===== config.mk =====
export PLATFORM = sky130hd
export DESIGN_NAME = shortest_queue_dispatcher_core
export DESIGN_NICKNAME = d
export VERILOG_FILES = /design/src/rtl/sqd_pkg.sv /design/src/rtl/sqd_job_ram.sv /design/src/rtl/shortest_queue_dispatcher_core.sv
export SDC_FILE = /design/constraint.sdc
export NUM_CORES = 1
export LEC_CHECK = 0
export ABC_AREA = 1
export ABC_CLOCK_PERIOD_IN_PS = 5400
export BUFFER_PORTS_ARGS = -buffer_cell sky130_fd_sc_hd__buf_2
export CAP_MARGIN = 25
export CORE_UTILIZATION = 30
export DETAILED_ROUTE_END_ITERATION = 12
export MAX_ROUTING_LAYER = met4
export PLACE_DENSITY_LB_ADDON = 0.12
export SKIP_CTS_REPAIR_TIMING = 1
export SYNTH_ARGS = -nofsm -noshare
export SYNTH_HDL_FRONTEND = slang
export SYNTH_SLANG_ARGS = --single-unit

===== constraint.sdc =====
create_clock -name clk -period 5.4 [get_ports clk]
set_input_delay 0.81 -clock clk [delete_from_list [all_inputs] [get_ports clk]]
set_output_delay 0.81 -clock clk [all_outputs]
set_load 0.02 [all_outputs]

===== src/rtl/sqd_pkg.sv =====
package sqd_pkg;
    localparam int NUM_QUEUES_DEF  = 4;
    localparam int QUEUE_DEPTH_DEF = 16;
    localparam int TIME_BITS_DEF   = 16;
    localparam int CFG_W           = 3;
    localparam int SVC_W           = 8;
    localparam int QIDX_W          = 2;
    localparam int QLEN_W          = 5;
    localparam int MASK_W          = 4;
    localparam int CNT_W           = 3;
    localparam int CTIME_W         = 16;
    localparam logic [CFG_W-1:0] ACTIVE_RESET = 3'd4;
    localparam logic KIND_TICK     = 1'b0;
    localparam logic KIND_ARRIVAL  = 1'b1;
endpackage


===== src/rtl/sqd_job_ram.sv =====
module sqd_job_ram
    import sqd_pkg::*;
#(
    parameter int DEPTH = 64,
    parameter int AW    = 6
)
(
    input  logic             clk,
    input  logic             we,
    input  logic [AW-1:0]    waddr,
    input  logic [SVC_W-1:0] wdata,
    input  logic             re,
    input  logic [AW-1:0]    raddr,
    output logic [SVC_W-1:0] rdata
);
    logic [SVC_W-1:0] mem [DEPTH];
    logic [SVC_W-1:0] rdata_reg;

    always_ff @(posedge clk)
    begin
        if (we)
        begin
            mem[waddr] <= wdata;
        end
        if (re)
        begin
            rdata_reg <= mem[raddr];
        end
    end

    assign rdata = rdata_reg;
endmodule


===== src/rtl/shortest_queue_dispatcher_core.sv =====
// Join-shortest-queue dispatcher core.
// Input channel (in_valid/in_stall) carries kind and service_time. A tick
// (kind 0) advances the time counter; each active nonempty queue whose
// deadline equals the new time completes its head job. An arrival (kind 1)
// joins the shortest active queue, lowest index on ties; a full queue rejects.
// Every input transfer produces exactly one output transfer.
// Job service times live in a single-port-read synchronous RAM (registered
// read data). Lengths, pointers and deadlines are flip-flops.
// An arrival's result is written to the output register at its transfer.
// A tick passes through ST_SCAN, then one ST_READ/ST_SCAN round for each
// completing queue that still holds a job (one RAM read of its new head),
// then ST_DONE, which loads the output register once it is free or leaving.
// One item is in work at a time; the next transfer is taken once the
// result is in the output register and that register is free or leaving.
// Reset (rst_n low, async) clears time, lengths, pointers, deadlines and
// sets active_queues to 4; the RAM needs no clearing because only held
// entries are ever read. A stalled output holds its fields stable and
// blocks new input transfers until it is taken.
module shortest_queue_dispatcher_core
    import sqd_pkg::*;
#(
    parameter int NUM_QUEUES  = NUM_QUEUES_DEF,
    parameter int QUEUE_DEPTH = QUEUE_DEPTH_DEF,
    parameter int TIME_BITS   = TIME_BITS_DEF
)
(
    input  logic               clk,
    input  logic               rst_n,
    input  logic               cfg_we,
    input  logic [CFG_W-1:0]   cfg_wdata,
    input  logic               in_valid,
    output logic               in_stall,
    input  logic               kind,
    input  logic [SVC_W-1:0]   service_time,
    output logic               out_valid,
    input  logic               out_stall,
    output logic               result_kind,
    output logic [QIDX_W-1:0]  queue_index,
    output logic [QLEN_W-1:0]  queue_length,
    output logic               rejected,
    output logic [MASK_W-1:0]  completed_mask,
    output logic [CNT_W-1:0]   completed_count,
    output logic [CTIME_W-1:0] current_time
);
    localparam int QW  = (NUM_QUEUES > 1) ? $clog2(NUM_QUEUES) : 1;
    localparam int PW  = $clog2(QUEUE_DEPTH);
    localparam int LW  = $clog2(QUEUE_DEPTH + 1);
    localparam int AW  = QW + PW;
    localparam int NW  = $clog2(NUM_QUEUES + 1);

    typedef enum logic [1:0] {ST_IDLE, ST_SCAN, ST_READ, ST_DONE} state_t;

    // ring pointer step, wraps at QUEUE_DEPTH
    function automatic logic [PW-1:0] ptr_inc(logic [PW-1:0] p);
        if (32'(p) == QUEUE_DEPTH - 1)
            return '0;
        return p + PW'(1);
    endfunction

    state_t                 state_reg;
    logic [CFG_W-1:0]       active_reg;
    logic [TIME_BITS-1:0]   time_reg;
    logic [LW-1:0]          fill_reg     [NUM_QUEUES];
    logic [TIME_BITS-1:0]   deadline_reg [NUM_QUEUES];
    logic [PW-1:0]          head_reg     [NUM_QUEUES];
    logic [PW-1:0]          tail_reg     [NUM_QUEUES];
    logic [NUM_QUEUES-1:0]  pend_reg;     // queues still needing a new head read
    logic [NUM_QUEUES-1:0]  mask_reg;
    logic [QW-1:0]          rq_reg;       // queue whose head is being read

    logic                   ov_reg;
    logic                   okind_reg;
    logic [QIDX_W-1:0]      oidx_reg;
    logic [QLEN_W-1:0]      olen_reg;
    logic                   orej_reg;
    logic [MASK_W-1:0]      omask_reg;
    logic [CNT_W-1:0]       ocnt_reg;
    logic [CTIME_W-1:0]     otime_reg;

    // active count clamped to 1..NUM_QUEUES
    logic [NW-1:0] live;
    always_comb
    begin
        if (active_reg == '0)
            live = NW'(1);
        else if (32'(active_reg) > NUM_QUEUES)
            live = NW'(NUM_QUEUES);
        else
            live = NW'(active_reg);
    end

    logic out_free;
    logic take;
    logic out_load;
    assign out_free = !ov_reg || !out_stall;
    assign in_stall = !(state_reg == ST_IDLE && out_free);
    assign take     = in_valid && !in_stall;
    // output register loads an arrival result or a finished tick result
    assign out_load = (take && kind == KIND_ARRIVAL) || (state_reg == ST_DONE && out_free);

    // shortest queue search: NUM_QUEUES is to be kept at most 8; the block does not enforce it
    logic [QW-1:0] best;
    logic [LW-1:0] best_len;
    always_comb
    begin
        best     = '0;
        best_len = fill_reg[0];
        for (int q = 1; q < NUM_QUEUES; q++)
        begin
            if (q < 32'(live) && fill_reg[q] < best_len)
            begin
                best     = QW'(q);
                best_len = fill_reg[q];
            end
        end
    end

    logic [TIME_BITS-1:0] time_inc;
    logic [NUM_QUEUES-1:0] hit;
    assign time_inc = time_reg + TIME_BITS'(1);
    always_comb
    begin
        for (int q = 0; q < NUM_QUEUES; q++)
            hit[q] = (q < 32'(live)) && (fill_reg[q] != '0) && (deadline_reg[q] == time_inc);
    end

    // lowest pending queue after a completion (pend bits only for fill left > 0)
    logic [QW-1:0] pick;
    logic          pick_any;
    always_comb
    begin
        pick     = '0;
        pick_any = 1'b0;
        for (int q = NUM_QUEUES - 1; q >= 0; q--)
        begin
            if (pend_reg[q])
            begin
                pick     = QW'(q);
                pick_any = 1'b1;
            end
        end
    end

    logic [SVC_W-1:0] svc;
    assign svc = (service_time == '0) ? SVC_W'(1) : service_time;

    logic             ram_we;
    logic [AW-1:0]    ram_waddr;
    logic             ram_re;
    logic [AW-1:0]    ram_raddr;
    logic [SVC_W-1:0] ram_rdata;
    logic             do_store;

    assign do_store  = take && kind == KIND_ARRIVAL && 32'(best_len) < QUEUE_DEPTH;
    assign ram_we    = do_store;
    assign ram_waddr = {best, tail_reg[best]};
    assign ram_re    = (state_reg == ST_SCAN) && pick_any;
    assign ram_raddr = {pick, head_reg[pick]};

    sqd_job_ram #(.DEPTH(1 << AW), .AW(AW)) u_ram (
        .clk   (clk),
        .we    (ram_we),
        .waddr (ram_waddr),
        .wdata (svc),
        .re    (ram_re),
        .raddr (ram_raddr),
        .rdata (ram_rdata)
    );

    logic [CNT_W-1:0] mask_cnt;
    always_comb
    begin
        mask_cnt = '0;
        for (int q = 0; q < NUM_QUEUES; q++)
            mask_cnt = mask_cnt + CNT_W'(mask_reg[q]);
    end

    always_ff @(posedge clk or negedge rst_n)
    begin
        if (!rst_n)
        begin
            state_reg  <= ST_IDLE;
            active_reg <= ACTIVE_RESET;
            time_reg   <= '0;
            pend_reg   <= '0;
            mask_reg   <= '0;
            rq_reg     <= '0;
            ov_reg     <= 1'b0;
            for (int q = 0; q < NUM_QUEUES; q++)
            begin
                fill_reg[q]     <= '0;
                deadline_reg[q] <= '0;
                head_reg[q]     <= '0;
                tail_reg[q]     <= '0;
            end
        end
        else
        begin
            if (cfg_we)
                active_reg <= cfg_wdata;
            if (out_load)
                ov_reg <= 1'b1;
            else if (!out_stall)
                ov_reg <= 1'b0;
            case (state_reg)
                ST_IDLE:
                begin
                    if (take && kind == KIND_ARRIVAL)
                    begin
                        if (do_store)
                        begin
                            tail_reg[best] <= ptr_inc(tail_reg[best]);
                            fill_reg[best] <= best_len + LW'(1);
                            if (best_len == '0)
                                deadline_reg[best] <= time_reg + TIME_BITS'(svc);
                        end
                        okind_reg <= KIND_ARRIVAL;
                        oidx_reg  <= QIDX_W'(best);
                        olen_reg  <= do_store ? QLEN_W'(best_len + LW'(1)) : QLEN_W'(best_len);
                        orej_reg  <= !do_store;
                        omask_reg <= '0;
                        ocnt_reg  <= '0;
                        otime_reg <= CTIME_W'(time_reg);
                    end
                    else if (take)
                    begin
                        time_reg <= time_inc;
                        for (int q = 0; q < NUM_QUEUES; q++)
                        begin
                            if (hit[q])
                            begin
                                head_reg[q] <= ptr_inc(head_reg[q]);
                                fill_reg[q] <= fill_reg[q] - LW'(1);
                                pend_reg[q] <= (fill_reg[q] != LW'(1));
                            end
                            else
                            begin
                                pend_reg[q] <= 1'b0;
                            end
                        end
                        mask_reg  <= hit;
                        state_reg <= ST_SCAN;
                    end
                end
                ST_SCAN:
                begin
                    if (pick_any)
                    begin
                        rq_reg         <= pick;
                        pend_reg[pick] <= 1'b0;
                        state_reg      <= ST_READ;
                    end
                    else
                    begin
                        state_reg <= ST_DONE;
                    end
                end
                ST_READ:
                begin
                    deadline_reg[rq_reg] <= time_reg + TIME_BITS'(ram_rdata);
                    state_reg            <= ST_SCAN;
                end
                ST_DONE:
                begin
                    if (out_free)
                    begin
                        okind_reg <= KIND_TICK;
                        oidx_reg  <= '0;
                        olen_reg  <= '0;
                        orej_reg  <= 1'b0;
                        omask_reg <= MASK_W'(mask_reg);
                        ocnt_reg  <= mask_cnt;
                        otime_reg <= CTIME_W'(time_reg);
                        state_reg <= ST_IDLE;
                    end
                end
                default:
                begin
                    state_reg <= ST_IDLE;
                end
            endcase
        end
    end

    assign out_valid       = ov_reg;
    assign result_kind     = okind_reg;
    assign queue_index     = oidx_reg;
    assign queue_length    = olen_reg;
    assign rejected        = orej_reg;
    assign completed_mask  = omask_reg;
    assign completed_count = ocnt_reg;
    assign current_time    = otime_reg;
endmodule


Word-level counts from Yosys, hierarchy flattened
Memories as Yosys holds them, arrays and structs flattened. A register that Yosys moved wholly into a read port is not among the register bits.
Index checks and enable logic that the tools add are counted.
{"block": "word_totals", "rom_bits": 0, "out_inout_bits": 34, "ramBits": 512, "latch_bits": 0, "input_bits": 17, "reg_bits": 180, "wordCells": 273, "n_memories": 1}
{"block": "op_classes", "mux": 122, "multipliers": 0, "bitwise_logic": 6, "addsub": 16, "n_div": 0, "shift": 0, "n_reduce_logical": 57, "eq_ne": 25, "magnitude_cmp": 16}
{"name": "u_ram.mem", "words": 64, "width": 8, "rd": 1, "rd_ports_with_merged_regs": 1, "write_ports": 1, "line": "sqd_job_ram.sv:16", "text": "logic [SVC_W-1:0] mem [DEPTH];"}
{"cell": "$mux 64", "n": 3}
{"cell": "$bwmux 64", "n": 2}
{"cell": "$pmux 64 s2", "n": 1}
{"cell": "$mux 4", "n": 23}
{"cell": "$demux 16 s2", "n": 2}
{"cell": "$eq 16x16->1", "n": 4}
{"cell": "$mux 16", "n": 4}
{"cell": "$mux 20", "n": 3}
{"cell": "$mux 5", "n": 11}
{"cell": "$reduce_and 4->1", "n": 11}
{"cell": "$mux 1", "n": 42}
{"cell": "$add 16x8->16", "n": 2}
{"cell": "$pmux 16 s2", "n": 1}
{"cell": "$add 4x1->4 const B", "n": 5}
{"cell": "$bwmux 20", "n": 1}
{"cell": "$eq 4x4->1 const B", "n": 5}
{"cell": "$logic_and 1x1->1", "n": 20}
{"cell": "$mux 2", "n": 10}
{"cell": "$ne 5x1->1 const B", "n": 4}
{"cell": "$reduce_bool 5->1", "n": 4}
{"cell": "$sub 5x1->5 const B", "n": 4}
{"cell": "$add 16x1->16 const B", "n": 1}
{"cell": "$bmux 4 s2", "n": 2}
{"cell": "$bwmux 16", "n": 1}
{"cell": "other kinds (41)", "n": 76}

Logic depth before layout (Yosys ltp)
{"block": "logic_depth", "ltp_word": 26, "depth_mapped": 42, "mapped_depth_nobuf": 37}

Cells and area by module
From an unflattened synthesis, not the netlist that was laid out.
{"block": "hier_totals", "hier_cells": 3364, "area_unflattened_um2": 33166.8}
{"mod": "sqd_job_ram", "cells_per_inst": 1822, "area_per_inst_um2": 21371.7, "n_inst": 1, "seq_area_each_um2": 15615.0}
{"mod": "shortest_queue_dispatcher_core", "cells_per_inst": 1542, "area_per_inst_um2": 11795.1, "n_inst": 1, "seq_area_each_um2": 4665.7}

Worst setup path after synthesis
OpenSTA, ideal clock, no wires.
{"block": "synth_path", "path_type": "reg2reg", "from": "register fill_reg[18] (netlist bit)", "to": "memory u_ram.mem[0][0] (enable)", "setup_time_ns": 0.370, "period_less_slack_ns": 5.029, "arrival_time_ns": 4.659, "setup_slack_ns": 0.371, "path_stages_with_launch": 33, "path_buffers": 3, "t_required_ns": 5.030, "cell_sequence": "dfrtp_1 inv_1 ha_1 nand2_1 nor2_1 nand2_1 nand3_4 buf_2 o21ai_0 ha_1 o21a_1 nand2_1 nor2_1 nand2_2 nand2_2 buf_6 clkinv_1 o21ai_0 inv_1 ha_1 nand2_1 inv_2 nand2_1 nand2_1 nand2_2 nand2_4 buf_6 or2_2 nand3_1 nor2_4 inv_1 nand2_1 nor2_1"}
{"block": "synth_via", "elab_chain_cells": 13, "elab_cells_between_ends": 20, "cone_classes": "order compare: 4; mux: 11; bitwise: 1; reduce/logical: 4"}
{"element": "start: declaration", "line": "shortest_queue_dispatcher_core.sv:63", "text": "logic [LW-1:0] fill_reg [NUM_QUEUES];"}
{"element": "start signal: indexed assignment", "line": "shortest_queue_dispatcher_core.sv:213", "text": "fill_reg[best] <= best_len + LW'(1);"}
{"element": "start signal: indexed assignment", "line": "shortest_queue_dispatcher_core.sv:233", "text": "fill_reg[q] <= fill_reg[q] - LW'(1);"}
{"element": "$lt 5x5->1", "line": "shortest_queue_dispatcher_core.sv:110", "text": "if (q < 32'(live) && fill_reg[q] < best_len)"}
{"element": "$logic_and 1x1->1", "line": "shortest_queue_dispatcher_core.sv:110"}
{"element": "$mux 5", "line": "shortest_queue_dispatcher_core.sv:110"}
{"element": "$lt 5x5->1", "line": "shortest_queue_dispatcher_core.sv:110"}
{"element": "$logic_and 1x1->1", "line": "shortest_queue_dispatcher_core.sv:110"}
{"element": "$mux 5", "line": "shortest_queue_dispatcher_core.sv:110"}
{"element": "$lt 5x5->1", "line": "shortest_queue_dispatcher_core.sv:110"}
{"element": "$logic_and 1x1->1", "line": "shortest_queue_dispatcher_core.sv:110"}
{"element": "$mux 5 or $mux 2 (tied branches)", "line": "shortest_queue_dispatcher_core.sv:110"}
{"element": "$lt 5x5->1 or $not 2->3 (tied branches)", "line": "shortest_queue_dispatcher_core.sv:154, shortest_queue_dispatcher_core.sv:156"}
{"element": "$logic_and 1x1->1 or $bmux 4 s2 (tied branches)", "line": "shortest_queue_dispatcher_core.sv:154, shortest_queue_dispatcher_core.sv:156"}
{"element": "$mux 1 or $mux 4 (tied branches)", "line": "sqd_job_ram.sv:21, shortest_queue_dispatcher_core.sv:156"}
{"element": "$mux 1 (implied by the code) or $mux 4 (tied branches)", "line": "sqd_job_ram.sv:23, shortest_queue_dispatcher_core.sv:156"}
{"element": "end: declaration", "line": "sqd_job_ram.sv:16"}
Parallel ways exist; a longest one is shown, timed or not. The select of a mux whose other input is x is not followed.

Final worst setup path
{"block": "layout_path", "from": "register fill_reg[19] (netlist bit)", "to": "register fill_reg[14] (netlist bit)"}
{"block": "layout_via", "elab_chain_cells": 17, "elab_cells_between_ends": 26, "cone_classes": "add/sub: 1; order compare: 6; eq/ne: 1; mux: 11; bitwise: 1; reduce/logical: 6"}
{"element": "$lt 5x5->1", "line": "shortest_queue_dispatcher_core.sv:110"}
{"element": "$logic_and 1x1->1", "line": "shortest_queue_dispatcher_core.sv:110"}
{"element": "$mux 5", "line": "shortest_queue_dispatcher_core.sv:110"}
{"element": "$lt 5x5->1", "line": "shortest_queue_dispatcher_core.sv:110"}
{"element": "$logic_and 1x1->1", "line": "shortest_queue_dispatcher_core.sv:110"}
{"element": "$mux 5", "line": "shortest_queue_dispatcher_core.sv:110"}
{"element": "$lt 5x5->1", "line": "shortest_queue_dispatcher_core.sv:110"}
{"element": "$logic_and 1x1->1", "line": "shortest_queue_dispatcher_core.sv:110"}
{"element": "$mux 2", "line": "shortest_queue_dispatcher_core.sv:110"}
{"element": "$not 2->3 (implied by the code)", "line": "shortest_queue_dispatcher_core.sv:213"}
{"element": "$ge 3x3->1 (implied by the code) or $lt 3x1->1 (tied branches)", "line": "shortest_queue_dispatcher_core.sv:213"}
{"element": "$logic_and 1x1->1 (implied by the code)", "line": "shortest_queue_dispatcher_core.sv:213"}
{"element": "$mux 5 (implied by the code)", "line": "shortest_queue_dispatcher_core.sv:213"}
{"element": "$demux 5 s2", "line": "shortest_queue_dispatcher_core.sv:213"}
{"element": "$bwmux 20", "line": "shortest_queue_dispatcher_core.sv:213"}
{"element": "$mux 20", "line": "shortest_queue_dispatcher_core.sv:210", "text": "if (do_store)"}
{"element": "$mux 20", "line": "shortest_queue_dispatcher_core.sv:208", "text": "if (take && kind == KIND_ARRIVAL)"}
Parallel ways exist; a longest one is shown, timed or not. The select of a mux whose other input is x is not followed.
A chain may end at the register's enable or synchronous reset.

==> flow_metrics.py <==
metrics = {
    "global_routing": {
        "grt_use_total_pct": 19.2,
        "grt_pass1_vias": 22800,
        "grt_max_degree": 139,
        "antenna_found_initial": 1,
        "grt_pass1_wl_mm": 150,
        "overflow": 0,
    },
    "timing": {
        "finalCritPeriodShare_pct": 94.1,
        "finalSetupTns_ps": 0,
        "slew_headroom_pct": 20.9,
        "tightestPinTransition_ps": 1180,
        "fin_crit_ps": 5080,
        "hold_viol": 0,
        "setup_violations": 0,
        "fmax_mhz": 197,
        "slew_viol_final": 0,
        "hold_slack_ps": 211,
        "finClkSkew_ps": 44.5,
    },
    "worst_setup_path": {
        "regToRegStartpoint": "fill_reg[19]",
        "slowest_delay_ps": 490,
        "crit_top_cell": "nand2_1",
        "r2r_cells": 31,
        "crit_fanout": 15,
        "worstPathRequired_ps": 5950,
        "ff2ff_setup_slack_ps": 320,
        "end_kind": "flop",
        "cp-start-kind": "flop",
        "cp_data_arrival_time_ps": 5630,
        "crit_slowest_cell": "o21ai_1",
        "path_class": "reg -> reg",
        "regToRegEndpoint": "fill_reg[14]",
    },
    "logic_synthesis": {
        "yosysSeqAreaShare_pct": 63.9,
        "synth_cell_type_count": 57,
        "syn_area_um2": 31700,
        "synthTopCellsByArea": "edfxtp_1, dfrtp_1, nor2_1",
        "synth_top_cell_area_share_pct": 52.2,
        "synth_edf_count": 552,
        "ys_warn_count": 0,
        "yosys.area.top_type": "edfxtp_1",
        "synth_ff_type": "edfxtp_1",
        "async_flop_share_pct": 21.1,
        "ys_ff_latch": 700,
        "syn_nets": 2960,
        "syn_inst": 2897,
        "avgSynthCellArea_um2": 11.0,
    },
    "cells_and_area": {
        "layout_common_cells": "edfxtp_1, nor2_1, nand2_1",
        "seq_area_um2": 20300,
        "final_nets": 3074,
        "area_delta_synth_final_pct": 17.1,
        "final_common_cell": "edfxtp_1",
        "final_cell_area_um2": 37100,
        "largest_register_ffs": 512,
        "layout-drive-gt1-share_pct": 13.7,
        "multi_input_area_um2": 10500,
        "fillers": 10500,
        "n_antenna_cell": 0,
    },
    "floorplanning": {
        "die_w_um": 327,
        "die_area_um2": 107000,
        "pin_count": 51,
        "die_y_um": 327,
        "core_area_um2": 104000,
        "start_util_pct": 30.4,
        "rows": 118,
    },
    "placement": {
        "routabilityCongestion": 0.901,
        "place_hpwl_mm": 66.1,
        "dpl_cell_area_um2": 34100,
        "portBuffers": 50,
    },
    "cts": {
        "clk-insertion-delay-late_ps": 680,
        "clockBufferDepth": 3,
        "htreeDepth": 3,
        "clkTransAtPathRegs_ps": 60,
        "cts_root_buffer": "clkbuf_16",
        "cts_tree": "built",
        "cts.sinks": 700,
        "cts_buffers": 83,
    },
    "detailed_routing": {
        "drtPass1Iterations": 5,
        "drtIter0Drc": 1924,
        "wl_per_cell_um": 22.6,
        "detail-route-antenna-nets": 0,
        "drcViolationCount": 0,
        "vias_per_cell": 5.13,
        "drt_wl_total_mm": 101,
        "vias": 22900,
    },
    "run": {
        "cap_viol_max_count": 0,
    },
    "run_status": {
        "run_status": "finished clean",
    },
    "worst_hold_path": {
        "hold_path_class": "in -> async",
    },
}
-- per-layer routing --
| metal | track usage (%) | part of all wire (%) | up-vias |
|---|---|---|---|
| met1 | 25.8 | 46 | 11500 |
| met3 | 2.49 | 4.2 | 158 |
| met4 | 5.19 | 2.5 | 0 |
| met5 | - | 0 | - |
| li1 | - | - | 10600 |
| met2 | 30.4 | 47 | 650 |
-- cell type report --
class | instances | share of cell area [%]
Clock buffer | 94 | 5.70
Clock inverter | 58 | 1.51
Inverter | 186 | 1.90
Multi-Input combinational cell | 1864 | 28.2
Sequential cell | 700 | 54.6
Tap cell | 1380 | 4.65
Timing Repair Buffer | 176 | 3.47
-- worst max-delay path by stage --
stage               slack [ps]               end         start  cells past startpoint
floorplan                  370   u_ram.mem[0][0]  fill_reg[18]                     32
global placement           -80  u_ram.mem[16][1]  fill_reg[17]                     30
detailed placement        -170  u_ram.mem[32][3]  fill_reg[18]                     26
global route               -20  deadline_reg[15]  fill_reg[19]                     34
finish                     320      fill_reg[14]  fill_reg[19]                     31
CTS                       -220  u_ram.mem[32][2]  fill_reg[18]                     26
-- logic make-up after synthesis --
logic type,after synthesis,share of synthesized area (%)
fa+ha+maj,46,1.89
flops,700,63.9
simple gates,1095,14.7
compound gates,618,12.4
xor+xnor,100,2.81
buf+inv,335,4.27
mux,3,0.103
-- synthesized netlist by cell type, types with 10 or more instances --
cell      count
a21oi_1      37
buf_2        16
clkbuf_1    119
dfrtp_1     147
edfxtp_1    552
ha_1         43
inv_1       174
inv_2        10
nand2_1     371
nand2_2      19
nand3_1     187
nand4_1      17
nor2_1      446
nor3_1       18
o211ai_1     35
o21ai_0     265
o21ai_1      13
o21bai_1     35
o221ai_1     66
o22ai_1      77
o311ai_0     33
o32ai_1      32
xnor2_1      34
xor2_1       64
-- per-stage QoR --
stage,instances,utilization [%],setup slack (ps)
after global routing,4458,35.6,-16.7
after detailed placement,4301,32.7,-173
after global placement,4300,32.7,-79.6
after CTS,4453,35.3,-216
final,4458,35.6,316
after floorplan,2897,-,371
-- worst max-delay path: cells and delay by family (launching register included) --
kind                       cells  cell delay (ps)
AOI/OAI and AO/OA              6             1230
adders and majority gates      4             1050
buffers and inverters          4              630
DFF                            1              370
and+or+nand+nor               17             1690
Power is left out: the tool's default activity adds up to more than one toggle a clock period on the data nets, which glitch-free logic cannot reach.
